[src/hdl/sbf_pkg.sv]
// shared types, constants and functions of the bloom filter insert block
// no dependencies
`timescale 1ns / 1ps
`default_nettype none
package sbf_pkg;
   localparam int FilterBitsDefault = 4096;
   localparam int HashLanesDefault  = 8;
   localparam int MaxLanes          = 8;
   localparam int ByteStreamLen     = MaxLanes * 8;

   localparam logic [1:0] OP_KEY_BYTE = 2'd0;
   localparam logic [1:0] OP_CLEAR    = 2'd1;
   localparam logic [1:0] OP_READ     = 2'd2;

   localparam logic CSR_LOG2  = 1'b0;
   localparam logic CSR_COUNT = 1'b1;

   localparam logic [63:0] SIP_C0 = 64'h736f6d6570736575;
   localparam logic [63:0] SIP_C1 = 64'h646f72616e646f6d;
   localparam logic [63:0] SIP_C2 = 64'h6c7967656e657261;
   localparam logic [63:0] SIP_C3 = 64'h7465646279746573;

   typedef logic [3:0][63:0] sip_state_type;

   // lane keys, k0 and k1 little-endian
   function automatic logic [127:0] lane_key(input logic [2:0] lane);
      logic [127:0] key_bytes;
      logic [127:0] k;
      case (lane)
         3'd0: key_bytes = 128'hb9660bf0467047c18875c49c54b9bd15;
         3'd1: key_bytes = 128'haaa154a2e0714b39bfe1dd2e9fc54a3b;
         3'd2: key_bytes = 128'h63fdaebecd824812a16e4126cbfaa0c8;
         3'd3: key_bytes = 128'h23be452932d2462d82035228fe3717f5;
         3'd4: key_bytes = 128'h563bbfee5a4f4339afaa9408dff0fc10;
         3'd5: key_bytes = 128'h3180c873c7ea46d3aa25750f9e4c0929;
         3'd6: key_bytes = 128'h7df7184b7ba444d5853c06e06553966d;
         default: key_bytes = 128'hf277e96f93b54e719a0c34883925bf35;
      endcase
      // byte j of the list becomes bit 8j
      for (int j = 0; j < 16; j++) begin
         k[8*j +: 8] = key_bytes[8*(15-j) +: 8];
      end
      return k;
   endfunction

   function automatic sip_state_type lane_init(input logic [2:0] lane);
      logic [127:0] k;
      sip_state_type v;
      k = lane_key(lane);
      v[0] = k[63:0] ^ SIP_C0;
      v[1] = k[127:64] ^ SIP_C1;
      v[2] = k[63:0] ^ SIP_C2;
      v[3] = k[127:64] ^ SIP_C3;
      return v;
   endfunction

   function automatic logic [63:0] rotl(input logic [63:0] x, input int r);
      return (x << r) | (x >> (64 - r));
   endfunction

   function automatic sip_state_type sip_round(input sip_state_type vi);
      sip_state_type v;
      v = vi;
      v[0] = v[0] + v[1]; v[1] = rotl(v[1], 13); v[1] = v[1] ^ v[0]; v[0] = rotl(v[0], 32);
      v[2] = v[2] + v[3]; v[3] = rotl(v[3], 16); v[3] = v[3] ^ v[2];
      v[0] = v[0] + v[3]; v[3] = rotl(v[3], 21); v[3] = v[3] ^ v[0];
      v[2] = v[2] + v[1]; v[1] = rotl(v[1], 17); v[1] = v[1] ^ v[2]; v[2] = rotl(v[2], 32);
      return v;
   endfunction

   // datapath commands from the controller
   typedef struct packed {
      logic absorb;      // merge byte into partial block
      logic pre_xor;     // v3 ^= m
      logic do_round;    // one sip round on all lanes
      logic post_xor;    // v0 ^= m
      logic fin_xor;     // v2 ^= ff
      logic lanes_init;  // return lanes to key values
      logic load_final;  // m = partial | len
      logic capture;     // latch hash stream
      logic clear_step;  // clear one filter word
      logic set_bit;     // read word for current group
      logic write_bit;   // write word back with the bit set
      logic next_group;
      logic read_word;
   } sbf_cmd_type;

   typedef struct packed {
      logic block_full;  // absorbed byte completed a block
      logic param_bad;
   } sbf_status_type;
endpackage
`default_nettype wire

[src/hdl/sbf_control.sv]
// controller state machine for absorb, finalize, emit, clear and read
// depends on sbf_pkg
`timescale 1ns / 1ps
`default_nettype none
module sbf_control import sbf_pkg::*; #(
   parameter int WADR_W = 6,
   parameter int WORDS = 64
) (
   input  wire logic           clock,
   input  wire logic           reset,
   input  wire logic           req_valid,
   output logic                req_stall,
   input  wire logic [1:0]     req_operation,
   input  wire logic           req_last_byte,
   output logic                rsp_valid,
   input  wire logic           rsp_stall,
   output logic                rsp_param_error,
   output logic                rsp_last_of_run,
   output logic                rsp_is_read,
   input  wire sbf_status_type status,
   input  wire logic [6:0]     cfg_count,
   output sbf_cmd_type         cmd,
   output logic [WADR_W-1:0]   clear_addr,
   output logic                busy
);
   typedef enum logic [3:0] {
      S_IDLE, S_COMP, S_FINAL, S_FROUND, S_CAPTURE, S_EMIT, S_SET, S_ERR, S_CLEAR, S_READ
   } state_type;
   state_type state_ff;
   logic [2:0] phase_ff;   // round counter
   logic       fin_ff;     // in finalization compress
   logic       final_done_ff;  // final block compress has run
   logic [6:0] cnt_ff;
   logic [WADR_W:0] clr_ff;
   logic accept;

   assign accept = req_valid && !req_stall;
   assign req_stall = (state_ff != S_IDLE);
   assign busy = req_stall;
   assign clear_addr = clr_ff[WADR_W-1:0];

   always_comb begin
      cmd = '0;
      rsp_valid = 1'b0;
      rsp_param_error = 1'b0;
      rsp_last_of_run = 1'b1;
      rsp_is_read = 1'b0;
      case (state_ff)
         S_IDLE: begin
            if (accept && req_operation == OP_KEY_BYTE) cmd.absorb = 1'b1;
            if (accept && req_operation == OP_READ) cmd.read_word = 1'b1;
         end
         S_COMP: begin
            if (phase_ff == 3'd0) cmd.pre_xor = 1'b1;
            else if (phase_ff == 3'd3) cmd.post_xor = 1'b1;
            else cmd.do_round = 1'b1;
         end
         S_FINAL: cmd.load_final = 1'b1;
         S_FROUND: begin
            if (phase_ff == 3'd0) cmd.fin_xor = 1'b1;
            else cmd.do_round = 1'b1;
         end
         S_CAPTURE: cmd.capture = 1'b1;
         S_EMIT: begin
            rsp_valid = 1'b1;
            rsp_last_of_run = (cnt_ff == 7'd1);
            if (!rsp_stall) begin
               cmd.set_bit = 1'b1;
               cmd.next_group = 1'b1;
               if (cnt_ff == 7'd1) cmd.lanes_init = 1'b1;
            end
         end
         S_SET: cmd.write_bit = 1'b1;
         S_ERR: begin
            rsp_valid = 1'b1;
            rsp_param_error = 1'b1;
            if (!rsp_stall) cmd.lanes_init = 1'b1;
         end
         S_CLEAR: cmd.clear_step = 1'b1;
         S_READ: begin
            rsp_valid = 1'b1;
            rsp_is_read = 1'b1;
         end
         default: ;
      endcase
   end

   always_ff @(posedge clock) begin
      if (reset) begin
         state_ff <= S_CLEAR;
         phase_ff <= '0;
         fin_ff <= 1'b0;
         final_done_ff <= 1'b0;
         cnt_ff <= '0;
         clr_ff <= '0;
      end else begin
         case (state_ff)
            S_IDLE: begin
               if (accept) begin
                  case (req_operation)
                     OP_KEY_BYTE: begin
                        fin_ff <= req_last_byte;
                        phase_ff <= '0;
                        if (status.block_full) state_ff <= S_COMP;
                        else if (req_last_byte) state_ff <= S_FINAL;
                     end
                     OP_CLEAR: begin
                        clr_ff <= '0;
                        state_ff <= S_CLEAR;
                     end
                     OP_READ: state_ff <= S_READ;
                     default: ;
                  endcase
               end
            end
            S_COMP: begin
               if (phase_ff == 3'd3) begin
                  phase_ff <= '0;
                  fin_ff <= 1'b0;
                  if (!fin_ff) state_ff <= S_IDLE;
                  else if (final_done_ff) state_ff <= S_FROUND;
                  else state_ff <= S_FINAL;
               end else begin
                  phase_ff <= phase_ff + 3'd1;
               end
            end
            S_FINAL: begin
               phase_ff <= '0;
               fin_ff <= 1'b1;
               final_done_ff <= 1'b1;
               state_ff <= S_COMP;
            end
            S_FROUND: begin
               phase_ff <= phase_ff + 3'd1;
               if (phase_ff == 3'd4) state_ff <= S_CAPTURE;
            end
            S_CAPTURE: begin
               final_done_ff <= 1'b0;
               cnt_ff <= cfg_count;
               state_ff <= status.param_bad ? S_ERR : S_EMIT;
            end
            S_EMIT: begin
               if (!rsp_stall) begin
                  cnt_ff <= cnt_ff - 7'd1;
                  state_ff <= S_SET;
               end
            end
            S_SET: state_ff <= (cnt_ff == 7'd0) ? S_IDLE : S_EMIT;
            S_ERR: if (!rsp_stall) state_ff <= S_IDLE;
            S_CLEAR: begin
               clr_ff <= clr_ff + 1'b1;
               if (32'(clr_ff) == WORDS - 1) state_ff <= S_IDLE;
            end
            S_READ: if (!rsp_stall) state_ff <= S_IDLE;
            default: state_ff <= S_IDLE;
         endcase
      end
   end
endmodule
`default_nettype wire

[config.mk]
export PLATFORM = sky130hd
export DESIGN_NAME = sbf_control
export DESIGN_NICKNAME = d
export VERILOG_FILES = /design/src/hdl/sbf_pkg.sv /design/src/hdl/sbf_control.sv
export SDC_FILE = /design/constraint.sdc
export NUM_CORES = 1
export LEC_CHECK = 0
export BUFFER_PORTS_ARGS = -buffer_cell sky130_fd_sc_hd__buf_4
export CORE_MARGIN = 2
export CORE_UTILIZATION = 49
export CTS_CLUSTER_DIAMETER = 200
export DETAILED_ROUTE_END_ITERATION = 8
export PLACE_DENSITY = 0.74
export REMOVE_ABC_BUFFERS = 1
export SYNTH_ARGS = -nofsm -noshare
export SYNTH_HDL_FRONTEND = slang
export SYNTH_SLANG_ARGS = --single-unit
[constraint.sdc]
create_clock -name clock -period 1.55 [get_ports clock]
set_input_delay 0.2325 -clock clock [delete_from_list [all_inputs] [get_ports clock]]
set_output_delay 0.2325 -clock clock [all_outputs]
set_load 0.01 [all_outputs]
==> results.md <==
* Setup TNS at -4.89 ns
* Period utilisation layout at 128%
* Antenna diodes at 0
* Crit path required time at approximately 1.3 ns
* Port Buffer Count at 40
* Placed insts at roughly 350
* Clock latency on the worst-skew pair at between 0.2 and 0.3 ns
* Pwr/cell area at roughly 740 nW/um^2
* ANT nets after route at 0
* CTS tree: done
* Row cnt at 22
* CP arrival at 1.76 ns
* First-pass GRT wire length at 10000 um
* CTS clk-pin slew, worst paths at about 0.090 ns
* #FFs+latches synth at 23
* GRT Total Usage at a little under a third
* Largest cells by area after synthesis: dfxtp_1 (25%), ha_1 (8.1%), nor2_1 (5.1%)
* Die H at 65.4 um
* Share of cells above drive strength 1 at between 60% and 70%
* Netlist cell types at 55
* Asr flop ratio synth at 0%
* Failing checks: setup timing
* Ys Warns at 0
* WHS at ~0.24 ns
* Commonest non-fill, non-tap cell in the layout: buf_4
* Fmax achieved at between 500 and 600 MHz
* DRC viols at 0
* CTS H-tree depth at 1
* Most frequent cells in the layout: buf_4 (87), buf_6 (36), nor2_1 (21)
* Leak at 1.42 nW
* Slew headroom at 70.8%
* Core box area at approximately 3600 sq um
* Iteration-0 DRC Markers at about 360
* Nets at roughly 370
* Type of origin of the critical path: register
* Hold Fails Final Rpt at 0
* Layout Utilization at between 90% and 100%
* # hold bufs at CTS at 0
* Max cap viols at 0
* IO Count at between 40 and 50
* Max clock buf depth at 2
* Final cell count without fillers at between 300 and 400
* Vias at approximately 2500
* Syn Inst Count at around 230
* Initial Util at between 50% and 60%
* Largest area contributor in the netlist: dfxtp_1
* Unrepaired setup endpoints after global routing: true
* Maximum vdd ir drop at between 0.5 and 0.6 mV
* CP Class: reg -> out
* Final Max Tran Viols at 0
* Final-report setup violation count at 35
* Die X at approximately 65 um
* Syn avg cell area at roughly 8 sq um
* Die area at 4280 sq um
* Critical path peak fanout at 2
* Antenna violations before repair at 0
* Total grt overflow at 0
* Number of global-route vias before repair at 2109
* Status: complete, but fails checks
* Worst Max-Slew Pin Slew at 0.435 ns
* Final Skew at 0.00316 ns
* Min-Delay Path Class: in -> reg
* Final HPWL DP at approximately 3600 um
* Post-synth top area share at 24.9%
* Clk sinks at 23
* Total wire length at a little over 9000 um
* Vias per std cell at around 6.4
* DR WL/cell at 23.1 um
* Top_reg_cell synth: dfxtp_1
* Final Worst Setup Slack at -0.438 ns
* Largest net degree at the start of global routing at 25
* Clk root buf: clkbuf_8
* Drt first pass iters at 6
* CTS Buf Count at 3
* Layout Area Growth over Synthesis at 84.4%
* Clock period minus worst slack at between 1.5 and 2 ns
* Post-Syn Area at between 1500 and 2000 sq um
* EDFF count, synth at 0
* Global placement routability congestion at ~0.90
* Crit end category: output port
* Seq/Total Area, Yosys at 24.9%
## sequential cells by signal, indices dropped and copies added (netlist names)
signal and flops:
clr_ff 7, cnt_ff 7, state_ff 4, phase_ff 3
fin_ff 1, final_done_ff 1
## per-stage QoR
step | setup WS [ns] | power, W | instance area [sq um]
2_1_floorplan | -0.442 | 0.00104 | 1710
3_3_place_gp | -0.0962 | 0.00148 | 2440
3_5_place_dp | -0.139 | 0.00149 | 2440
4_1_cts | -0.252 | 0.00213 | 3010
5_1_grt | -0.471 | 0.00259 | 3410
6_report | -0.438 | 0.00251 | 3410
## kinds of logic after synthesis
group | Yosys count | synth area share [%]
adder cells (fa/ha/maj) | 12 | 8.12
XOR/XNOR | 4 | 1.89
multiplexers | 5 | 2.77
AO/OA/AOI/OAI | 56 | 19.6
AND/OR/NAND/NOR | 97 | 32.3
buffers and inverters | 37 | 10.5
flip-flops | 23 | 24.9
## final timing paths
check                start       endpoint  slack, ns  depth (start not counted)
max              cnt_ff[5]         cmd[7]      -0.44                          5
min           cfg_count[0]      cnt_ff[0]       0.24                          3
max reg2reg    state_ff[2]    state_ff[3]      -0.24                          7
min reg2reg  final_done_ff  final_done_ff       0.56                          2
## cell type report
cell class,count,area [sq um]
Multi-Input combinational cell,174,1620
Timing Repair Buffer,129,1140
Sequential cell,23,482
Fill cell,111,224
Tap cell,48,60.1
Inverter,14,55.1
Clock buffer,3,41.3
Clock inverter,1,5.00
## what timing repair did
item,CTS,global route
setup buffers,23,25
gates resized for setup,86,69
endpoints found under the setup margin,35,37
cloned,1,1
pin swaps,25,42
## layer usage
metal	GRT usage, %	wire (um)	up-vias
li1	-	-	1059
met1	39.1	3390	1197
met2	51.1	4440	197
met3	3.25	722	60
met4	12.5	488	0
met5	0	0	-
## cells in the mapped netlist (2+ instances only)
| cell | count |
|---|---|
| inv_1 | 13 |
| or3b_1 | 3 |
| ha_1 | 12 |
| a311oi_1 | 2 |
| nand4b_1 | 3 |
| buf_6 | 2 |
| nor4_1 | 4 |
| buf_2 | 8 |
| a211oi_1 | 5 |
| nor4_2 | 4 |
| and2_1 | 5 |
| a31oi_1 | 2 |
| dfxtp_1 | 23 |
| nand4_1 | 4 |
| a211o_1 | 2 |
| nor2_1 | 25 |
| o21bai_1 | 2 |
| clkbuf_1 | 5 |
| nand2b_1 | 6 |
| nand3b_1 | 2 |
| nor3_1 | 7 |
| a21oi_1 | 17 |
| a21o_1 | 2 |
| mux2i_1 | 4 |
| and3_1 | 2 |
| or3_1 | 3 |
| o21ai_0 | 12 |
| nor3b_1 | 4 |
| buf_4 | 8 |
| xnor2_1 | 4 |
| nand2_1 | 15 |
## where the power goes
| part | internal [W] | switching [W] | total (W) |
|---|---|---|---|
| Sequential | 0.000628 | 0.0000515 | 0.000679 |
| Combinational | 0.000800 | 0.000622 | 0.00142 |
| Clock | 0.000181 | 0.000229 | 0.000410 |
| Total | 0.00161 | 0.000902 | 0.00251 |
## worst max-delay path: stages (launching register included)
cell	delay, ns
dfxtp_2	0.35
nor4_4	0.33
and2_4	0.22
a21oi_2	0.07
nor4b_2	0.32
buf_4	0.19
Note: power is estimated with default switching activity, not from simulation.
